[src/sv/dqsf_pkg.sv]
// shared constants, codes and controller/datapath interface types for the deque
package dqsf_pkg;

    localparam int DEPTH  = 64;
    localparam int IDX_W  = $clog2(DEPTH);
    localparam int CNT_W  = $clog2(DEPTH + 1);
    localparam int DATA_W = 32;
    localparam int REQ_W  = 3;
    localparam int STAT_W = 2;

    typedef enum logic [REQ_W-1:0] {
        REQ_PUSH_BACK  = 3'd0,
        REQ_PUSH_FRONT = 3'd1,
        REQ_POP_BACK   = 3'd2,
        REQ_POP_FRONT  = 3'd3,
        REQ_COUNT_EVEN = 3'd4,
        REQ_SEARCH     = 3'd5,
        REQ_FILTER     = 3'd6
    } req_t;

    typedef enum logic [STAT_W-1:0] {
        STAT_OK    = 2'd0,
        STAT_EMPTY = 2'd1,
        STAT_FULL  = 2'd2
    } status_t;

    typedef enum logic [1:0] {
        ST_IDLE,
        ST_EXEC,
        ST_WALK,
        ST_FINISH
    } state_t;

    // controller to datapath
    typedef struct packed {
        logic load;
        logic exec;
        logic walk;
        logic finish;
    } dqsf_cmd_t;

    // datapath to controller
    typedef struct packed {
        logic out_free;
        logic empty;
        logic walk_req;
        logic walk_done;
    } dqsf_stat_t;

endpackage

[src/sv/dqsf_ctrl.sv]
// request sequencer: accept, execute, walk the entries, emit final beat
module dqsf_ctrl
    import dqsf_pkg::*;
(
    input  logic       aclk,
    input  logic       aresetn,
    input  logic       s_valid,
    output logic       s_ready,
    input  dqsf_stat_t stat,
    output dqsf_cmd_t  cmd
);

    state_t state_reg;
    state_t state_next;

    always_ff @(posedge aclk) begin
        if (!aresetn) begin
            state_reg <= ST_IDLE;
        end else begin
            state_reg <= state_next;
        end
    end

    always_comb begin
        state_next = state_reg;
        s_ready    = 1'b0;
        cmd        = '0;
        case (state_reg)
            ST_IDLE: begin
                s_ready = 1'b1;
                if (s_valid) begin
                    cmd.load   = 1'b1;
                    state_next = ST_EXEC;
                end
            end
            ST_EXEC: begin
                cmd.exec = 1'b1;
                if (stat.out_free) begin
                    state_next = (stat.walk_req && !stat.empty) ? ST_WALK : ST_IDLE;
                end
            end
            ST_WALK: begin
                cmd.walk = 1'b1;
                if (stat.out_free && stat.walk_done) begin
                    state_next = ST_FINISH;
                end
            end
            ST_FINISH: begin
                cmd.finish = 1'b1;
                if (stat.out_free) begin
                    state_next = ST_IDLE;
                end
            end
            default: begin
                state_next = ST_IDLE;
            end
        endcase
    end

endmodule

[src/sv/dqsf_datapath.sv]
// ring buffer storage, pointers, scan accumulators and result register
module dqsf_datapath
    import dqsf_pkg::*;
(
    input  logic                     aclk,
    input  logic                     aresetn,
    input  dqsf_cmd_t                cmd,
    output dqsf_stat_t               stat,
    input  logic [REQ_W-1:0]         s_req_type,
    input  logic signed [DATA_W-1:0] s_value,
    output logic                     m_valid,
    input  logic                     m_ready,
    output logic [STAT_W-1:0]        m_status,
    output logic                     m_found,
    output logic [CNT_W-1:0]         m_even_count,
    output logic signed [DATA_W-1:0] m_data,
    output logic                     m_data_valid,
    output logic                     m_last
);

    // remainder mod 3 of an unsigned word, via nibble digit sums (16 == 1 mod 3)
    function automatic logic [1:0] mod3_u32(input logic [DATA_W-1:0] v);
        logic [6:0] s1;
        logic [4:0] s2;
        logic [4:0] s3;
        logic [1:0] r;
        s1 = '0;
        for (int k = 0; k < DATA_W / 4; k++) begin
            s1 = s1 + 7'(v[4*k +: 4]);
        end
        s2 = 5'(s1[3:0]) + 5'(s1[6:4]);
        s3 = 5'(s2[3:0]) + 5'(s2[4]);
        case (s3)
            5'd0, 5'd3, 5'd6, 5'd9, 5'd12, 5'd15:  r = 2'd0;
            5'd1, 5'd4, 5'd7, 5'd10, 5'd13, 5'd16: r = 2'd1;
            default:                               r = 2'd2;
        endcase
        return r;
    endfunction

    // ring slot of base plus offset
    function automatic logic [IDX_W-1:0] slot_add(input logic [IDX_W-1:0] base,
                                                  input logic [IDX_W-1:0] off);
        logic [IDX_W:0] sum;
        sum = {1'b0, base} + {1'b0, off};
        if (sum >= (IDX_W+1)'(DEPTH)) begin
            sum = sum - (IDX_W+1)'(DEPTH);
        end
        return sum[IDX_W-1:0];
    endfunction

    logic [DATA_W-1:0] mem [0:DEPTH-1];

    logic [REQ_W-1:0]         req_reg, req_next;
    logic [DATA_W-1:0]        value_reg, value_next;
    logic [IDX_W-1:0]         head_reg, head_next;
    logic [CNT_W-1:0]         count_reg, count_next;
    logic [CNT_W-1:0]         issue_reg, issue_next;
    logic [DATA_W-1:0]        rd_data_reg;
    logic                     rd_vld_reg, rd_vld_next;
    logic                     rd_last_reg, rd_last_next;
    logic [CNT_W-1:0]         evens_reg, evens_next;
    logic                     hit_reg, hit_next;
    logic                     pend_vld_reg, pend_vld_next;
    logic [DATA_W-1:0]        pend_data_reg, pend_data_next;

    logic                     m_valid_reg, m_valid_next;
    logic [STAT_W-1:0]        m_status_reg, m_status_next;
    logic                     m_found_reg, m_found_next;
    logic [CNT_W-1:0]         m_evens_reg, m_evens_next;
    logic [DATA_W-1:0]        m_data_reg, m_data_next;
    logic                     m_dv_reg, m_dv_next;
    logic                     m_last_reg, m_last_next;

    logic                     out_free;
    logic                     out_load;
    logic                     empty;
    logic                     full;
    logic                     mem_we;
    logic [IDX_W-1:0]         wr_addr;
    logic                     mem_re;
    logic [IDX_W-1:0]         rd_addr;
    logic [IDX_W-1:0]         head_dec;
    logic [IDX_W-1:0]         head_inc;
    logic                     match;

    assign out_free = !m_valid_reg || m_ready;
    assign empty    = (count_reg == '0);
    assign full     = (count_reg >= CNT_W'(DEPTH));
    assign head_dec = (head_reg == '0) ? IDX_W'(DEPTH - 1) : head_reg - 1'b1;
    assign head_inc = (head_reg == IDX_W'(DEPTH - 1)) ? '0 : head_reg + 1'b1;
    assign rd_addr  = slot_add(head_reg, issue_reg[IDX_W-1:0]);
    assign match    = !rd_data_reg[DATA_W-1] && (mod3_u32(rd_data_reg) == 2'd1);

    assign stat.out_free  = out_free;
    assign stat.empty     = empty;
    assign stat.walk_req  = req_reg inside {REQ_COUNT_EVEN, REQ_SEARCH, REQ_FILTER};
    assign stat.walk_done = rd_vld_reg && rd_last_reg;

    assign m_valid      = m_valid_reg;
    assign m_status     = m_status_reg;
    assign m_found      = m_found_reg;
    assign m_even_count = m_evens_reg;
    assign m_data       = m_data_reg;
    assign m_data_valid = m_dv_reg;
    assign m_last       = m_last_reg;

    always_comb begin
        req_next       = req_reg;
        value_next     = value_reg;
        head_next      = head_reg;
        count_next     = count_reg;
        issue_next     = issue_reg;
        rd_vld_next    = rd_vld_reg;
        rd_last_next   = rd_last_reg;
        evens_next     = evens_reg;
        hit_next       = hit_reg;
        pend_vld_next  = pend_vld_reg;
        pend_data_next = pend_data_reg;
        m_status_next  = m_status_reg;
        m_found_next   = m_found_reg;
        m_evens_next   = m_evens_reg;
        m_data_next    = m_data_reg;
        m_dv_next      = m_dv_reg;
        m_last_next    = m_last_reg;
        out_load       = 1'b0;
        mem_we         = 1'b0;
        wr_addr        = slot_add(head_reg, count_reg[IDX_W-1:0]);
        mem_re         = 1'b0;

        if (cmd.load) begin
            req_next   = s_req_type;
            value_next = s_value;
        end

        if (cmd.exec && out_free) begin
            issue_next    = '0;
            rd_vld_next   = 1'b0;
            evens_next    = '0;
            hit_next      = 1'b0;
            pend_vld_next = 1'b0;
            out_load      = 1'b0;
            m_status_next = STAT_OK;
            m_found_next  = 1'b0;
            m_evens_next  = '0;
            m_data_next   = '0;
            m_dv_next     = 1'b0;
            m_last_next   = 1'b1;
            case (req_reg)
                REQ_PUSH_BACK, REQ_PUSH_FRONT: begin
                    out_load = 1'b1;
                    if (full) begin
                        m_status_next = STAT_FULL;
                    end else begin
                        mem_we     = 1'b1;
                        count_next = count_reg + 1'b1;
                        if (req_reg == REQ_PUSH_FRONT) begin
                            wr_addr   = head_dec;
                            head_next = head_dec;
                        end
                    end
                end
                REQ_POP_BACK, REQ_POP_FRONT: begin
                    out_load = 1'b1;
                    if (empty) begin
                        m_status_next = STAT_EMPTY;
                    end else begin
                        count_next = count_reg - 1'b1;
                        if (req_reg == REQ_POP_FRONT) begin
                            head_next = head_inc;
                        end
                    end
                end
                REQ_COUNT_EVEN: begin
                    out_load = empty;
                end
                REQ_SEARCH, REQ_FILTER: begin
                    out_load = empty;
                    m_status_next = STAT_EMPTY;
                end
                default: begin
                    out_load = 1'b1;
                end
            endcase
        end

        if (cmd.walk && out_free) begin
            // read issue stage
            if (issue_reg < count_reg) begin
                mem_re       = 1'b1;
                issue_next   = issue_reg + 1'b1;
                rd_vld_next  = 1'b1;
                rd_last_next = (CNT_W'(issue_reg + 1'b1) == count_reg);
            end else begin
                rd_vld_next  = 1'b0;
            end
            // evaluate stage
            if (rd_vld_reg) begin
                evens_next = evens_reg + (rd_data_reg[0] ? CNT_W'(0) : CNT_W'(1));
                if (rd_data_reg == value_reg) begin
                    hit_next = 1'b1;
                end
                if (req_reg == REQ_FILTER && match) begin
                    // a newer match shows the held one is not the final beat
                    if (pend_vld_reg) begin
                        out_load      = 1'b1;
                        m_status_next = STAT_OK;
                        m_found_next  = 1'b0;
                        m_evens_next  = '0;
                        m_data_next   = pend_data_reg;
                        m_dv_next     = 1'b1;
                        m_last_next   = 1'b0;
                    end
                    pend_vld_next  = 1'b1;
                    pend_data_next = rd_data_reg;
                end
            end
        end

        if (cmd.finish && out_free) begin
            out_load      = 1'b1;
            m_status_next = STAT_OK;
            m_found_next  = 1'b0;
            m_evens_next  = '0;
            m_data_next   = '0;
            m_dv_next     = 1'b0;
            m_last_next   = 1'b1;
            case (req_reg)
                REQ_COUNT_EVEN: m_evens_next = evens_reg;
                REQ_SEARCH:     m_found_next = hit_reg;
                REQ_FILTER: begin
                    m_data_next = pend_vld_reg ? pend_data_reg : '0;
                    m_dv_next   = pend_vld_reg;
                end
                default: begin
                    m_found_next = 1'b0;
                end
            endcase
        end

        if (out_load) begin
            m_valid_next = 1'b1;
        end else if (m_ready) begin
            m_valid_next = 1'b0;
        end else begin
            m_valid_next = m_valid_reg;
        end
    end

    always_ff @(posedge aclk) begin
        if (mem_we) begin
            mem[wr_addr] <= value_reg;
        end
        if (mem_re) begin
            rd_data_reg <= mem[rd_addr];
        end
    end

    always_ff @(posedge aclk) begin
        if (!aresetn) begin
            head_reg     <= '0;
            count_reg    <= '0;
            issue_reg    <= '0;
            rd_vld_reg   <= 1'b0;
            rd_last_reg  <= 1'b0;
            pend_vld_reg <= 1'b0;
            m_valid_reg  <= 1'b0;
        end else begin
            head_reg     <= head_next;
            count_reg    <= count_next;
            issue_reg    <= issue_next;
            rd_vld_reg   <= rd_vld_next;
            rd_last_reg  <= rd_last_next;
            pend_vld_reg <= pend_vld_next;
            m_valid_reg  <= m_valid_next;
        end
    end

    always_ff @(posedge aclk) begin
        req_reg       <= req_next;
        value_reg     <= value_next;
        evens_reg     <= evens_next;
        hit_reg       <= hit_next;
        pend_data_reg <= pend_data_next;
        m_status_reg  <= m_status_next;
        m_found_reg   <= m_found_next;
        m_evens_reg   <= m_evens_next;
        m_data_reg    <= m_data_next;
        m_dv_reg      <= m_dv_next;
        m_last_reg    <= m_last_next;
    end

endmodule

[src/sv/deque_with_search_and_filter.sv]
// top level: bounded deque with even count, search and mod-3 filter scan
// push, pop and undefined requests are answered from the execute state, which loads their beat
// count, search and filter walk a non-empty ring one entry per cycle while the output register
//   is free, through the registered memory read port
// requests: one at a time; a new request is taken once the previous final beat is loaded,
//   while that beat may still wait in the output register
// reset: synchronous active-low aresetn empties the queue; storage contents are not cleared
module deque_with_search_and_filter
    import dqsf_pkg::*;
(
    input  logic                     aclk,
    input  logic                     aresetn,
    // request channel
    input  logic                     s_valid,
    output logic                     s_ready,
    input  logic [REQ_W-1:0]         s_req_type,
    input  logic signed [DATA_W-1:0] s_value,
    // result channel, one or more beats per request, m_last on the final one
    output logic                     m_valid,
    input  logic                     m_ready,
    output logic [STAT_W-1:0]        m_status,
    output logic                     m_found,
    output logic [CNT_W-1:0]         m_even_count,
    output logic signed [DATA_W-1:0] m_data,
    output logic                     m_data_valid,
    output logic                     m_last
);

    // command and status between sequencer and datapath
    dqsf_cmd_t  cmd;
    dqsf_stat_t stat;

    // sequencer: idle, execute, walk, finish
    dqsf_ctrl u_ctrl (
        .aclk    (aclk),
        .aresetn (aresetn),
        .s_valid (s_valid),
        .s_ready (s_ready),
        .stat    (stat),
        .cmd     (cmd)
    );

    // ring buffer, pointers, scan state and the output register
    dqsf_datapath u_datapath (
        .aclk         (aclk),
        .aresetn      (aresetn),
        .cmd          (cmd),
        .stat         (stat),
        .s_req_type   (s_req_type),
        .s_value      (s_value),
        .m_valid      (m_valid),
        .m_ready      (m_ready),
        .m_status     (m_status),
        .m_found      (m_found),
        .m_even_count (m_even_count),
        .m_data       (m_data),
        .m_data_valid (m_data_valid),
        .m_last       (m_last)
    );

endmodule

[config.mk]
export PLATFORM = sky130hd
export DESIGN_NAME = deque_with_search_and_filter
export DESIGN_NICKNAME = d
export VERILOG_FILES = /design/src/sv/dqsf_pkg.sv /design/src/sv/dqsf_ctrl.sv /design/src/sv/dqsf_datapath.sv /design/src/sv/deque_with_search_and_filter.sv
export SDC_FILE = /design/constraint.sdc
export NUM_CORES = 2
export LEC_CHECK = 0
export BUFFER_PORTS_ARGS = -buffer_cell sky130_fd_sc_hd__buf_4
export CORE_MARGIN = 2
export CORE_UTILIZATION = 40
export DETAILED_ROUTE_END_ITERATION = 10
export PLACE_DENSITY = 0.64
export SLEW_MARGIN = 20
export SYNTH_ARGS = -nofsm -noshare
export SYNTH_HDL_FRONTEND = slang
export SYNTH_SLANG_ARGS = --single-unit
[constraint.sdc]
create_clock -name aclk -period 7.9 [get_ports aclk]
set_clock_uncertainty 0.1 [all_clocks]
set_input_delay 1.185 -clock aclk [delete_from_list [all_inputs] [get_ports aclk]]
set_output_delay 1.185 -clock aclk [all_outputs]
set_load 0.05 [all_outputs]
==> reports/metrics.cfg <==
[layout]
regArea_um2 = 66030
drive_gt1_share_pct = 30.92
multi_input_area_um2 = 20170
design_area_um2 = 99180
largest_reg_flops = 2048
area_growth_pct = 14.39
fillers = 17385
instances_no_fill = 7078
finalNetCount = 4162
regMostFlops = u_datapath.mem

[timing]
hold_viol = 0
fin_crit_sh_pct = 95.21
worstMarginPinSlew_ps = 1111
rsz0062_at_grt = false
fin_setup_tns_ps = 0
slew_viol_final = 0
fin_ws_ps = 378.5
finalSetupViolations = 0
min_period_ps = 7521
timing.hold.ws_ps = 350.5
max_freq_mhz = 133.0
relSlewSlack_pct = 25.92

[power_and_ir_drop]
switching_power_w = 0.005288
leakagePower_nw = 30.27
p_sw_share_pct = 21.74
cellPowerDensity_nw_per_um2 = 245.2
intPower_w = 0.01904
peakVddDrop_mv = 0.2092
pwr-share-comb_pct = 4.5
pwr-share-seq_pct = 53.6
clock_power_share_pct = 41.9

[critical_path]
setup.worst_path.end_class = register
startpoint = u_datapath.rd_data_reg[4]
crit_top_cell = ha_1
critPathArrivalTime_ps = 8010
crit_buf_inv = 6
r2r-start = u_datapath.rd_data_reg[4]
crit_fanout = 11
startpoint_type = register
cp_top_family = adder cells
cp_slowest_cell = fa_1
crit_path_max_incr_delay_ps = 490
cp.required_ps = 8390
crit_type = register to register

[cts]
htree_levels = 4
cts_root_buf = clkbuf_16
cts_hold_buf = 0
cts_tree = done
cts_buffers = 217
clkSinkCount = 2225
worstSkewPairLatency_ps = 910
clk_pin_slew_ps = 60
clockBufferDepth = 3

[drt]
routed_wirelength_um = 218000
dr.pass1.iters = 5
dr.first_iter.drc_count = 5352
drc = 0
vias = 40657
detail_route.wl_per_cell_um = 30.80
vias_per_cell = 5.744
antenna_left = 0

[place]
place_hpwl_um = 121700
placed_cell_area_um2 = 91950
gp_congestion = 0.8431
dpl_worst_slack_ps = 304.2
dpl.cell_count = 6661
portBuffers = 84

[yosys]
seq_area_frac_synth_pct = 76.16
synth_cell_types = 64
synth_seq_cells = 2225
synth_cells = 3757
synth_ff_type = edfxtp_1
yosys_warnings = 0
synth_area_um2 = 86710
synth_area_leader_cell = edfxtp_1
synth.avg_cell_area_um2 = 23.08
netlist.area_leader.share_pct = 74.36
synth_top_cells_by_area = edfxtp_1 (74%), mux4_2 (17%), dfxtp_1 (1.8%)
synth_edf_count = 2147
synthArstFlopShare_pct = 0
synthesis.nets = 3873

[floorplanning]
coreArea_um2 = 215000
die_area_um2 = 220500
die_w_um = 469.6
initial_core_util_pct = 40.32
ios = 85
die_height_um = 469.6
rows = 170

[global_route]
grt.total_usage_pct = 19.62
overflow = 0
grt_pass1_vias = 40870
grt_pass1_wl_um = 307900
grt_max_degree = 79
antenna_found_initial = 12

[min_path]
worstHoldStart = s_value[22]
min_path_type = input pin to register

[run]
maxCapViolCount = 0

[run_status]
status = completed

final timing paths:
| check | cells past startpoint | slack, ps | to |
|---|---|---|---|
| worst min-delay path | 1 | 350 | u_datapath.value_reg[22] |
| worst min register to register | 1 | 360 | u_datapath.m_data[4] |
| worst max-delay path | 30 | 380 | u_datapath.pend_data_reg[7] |
| worst max register to register | 30 | 380 | u_datapath.pend_data_reg[7] |
cell usage in the layout, fill, tap and decap left out, types with 15 or more instances in the layout:
cell type and instances:
a21oi_1 39, a22o_1 39, buf_12 16, buf_4 232, bufinv_16 16, clkbuf_1 40
clkbuf_16 217, clkinv_1 51, clkinv_2 45, clkinvlp_4 15, dfxtp_1 78, edfxtp_1 2147
fa_1 22, ha_1 53, inv_1 60, mux2i_1 107, mux4_2 640, nand2_1 45
nand3_1 27, nor2_1 23, nor2_4 33, nor3_2 32, o21ai_0 19, xnor2_1 37
xor2_1 27
routing by layer:
layer	wire length, um	share of wire [%]	global-route usage, %
met1	90890	42	28.41
met2	103000	47	30.52
met3	19490	8.9	3.901
met4	4640	2.1	5.207
met5	11	0.0050	0
kinds of logic (layout without fill, tap and decap cells):
logic type	after synthesis	in the layout	share of synthesized area [%]
AOI/OAI and AO/OA	163	165	1.318
xor gates and xnor gates	71	71	0.7648
adders and majority gates	77	77	1.310
buffers and inverters	243	721	1.231
DFF	2225	2225	76.16
muxes	752	752	17.93
other	0	3	0
and+or+nand+nor	226	226	1.292
repair_timing:
action                                  CTS  global route
endpoints found under the setup margin    0            67
buffers inserted                          0             1
resized for setup                         0             9
cell usage after synthesis, drive strengths merged, types with 3 or more instances:
cell type	number
edfxtp	2147
mux4	640
mux2i	108
buf	102
clkbuf	79
dfxtp	78
inv	61
nor2	56
ha	54
nand2	45
nor3	43
a21oi	41
xnor2	41
a22o	39
nand3	32
xor2	27
o21ai	25
fa	23
a21o	11
nand4	9
nor4	9
o211ai	9
and3	7
o21a	7
nand2b	6
nor2b	6
a31oi	5
mux2	4
o2111ai	4
o21bai	4
a211oi	3
and2	3
xnor3	3
power by group through the flow:
stage	clock [W]	sequential [W]	combinational [W]
finish	0.0102	0.0130	0.00109
global route	0.0108	0.0130	0.00116
CTS	0.0104	0.0130	0.00108
detailed placement	0	0.0133	0.00108
global placement	0	0.0133	0.00106
floorplan	0	0.0134	0.000536
metrics by stage:
| stage | util [%] | power (W) |
|---|---|---|
| 2_1_floorplan | - | 0.01391 |
| 3_3_place_gp | 42.76 | 0.01434 |
| 3_5_place_dp | 42.76 | 0.01436 |
| 4_1_cts | 46.07 | 0.02447 |
| 5_1_grt | 46.12 | 0.02498 |
| 6_report | 46.12 | 0.02432 |
final cells by class:
class,instances,share of cell area (%)
tap,2838,3.580
multi-input combinational,1291,20.33
clock inverter,148,1.484
timing repair buffer,249,2.094
inverter,62,0.2346
clock buffer,262,5.687
antenna,3,0.007569
sequential,2225,66.58
(Power assumes the default switching activity.)
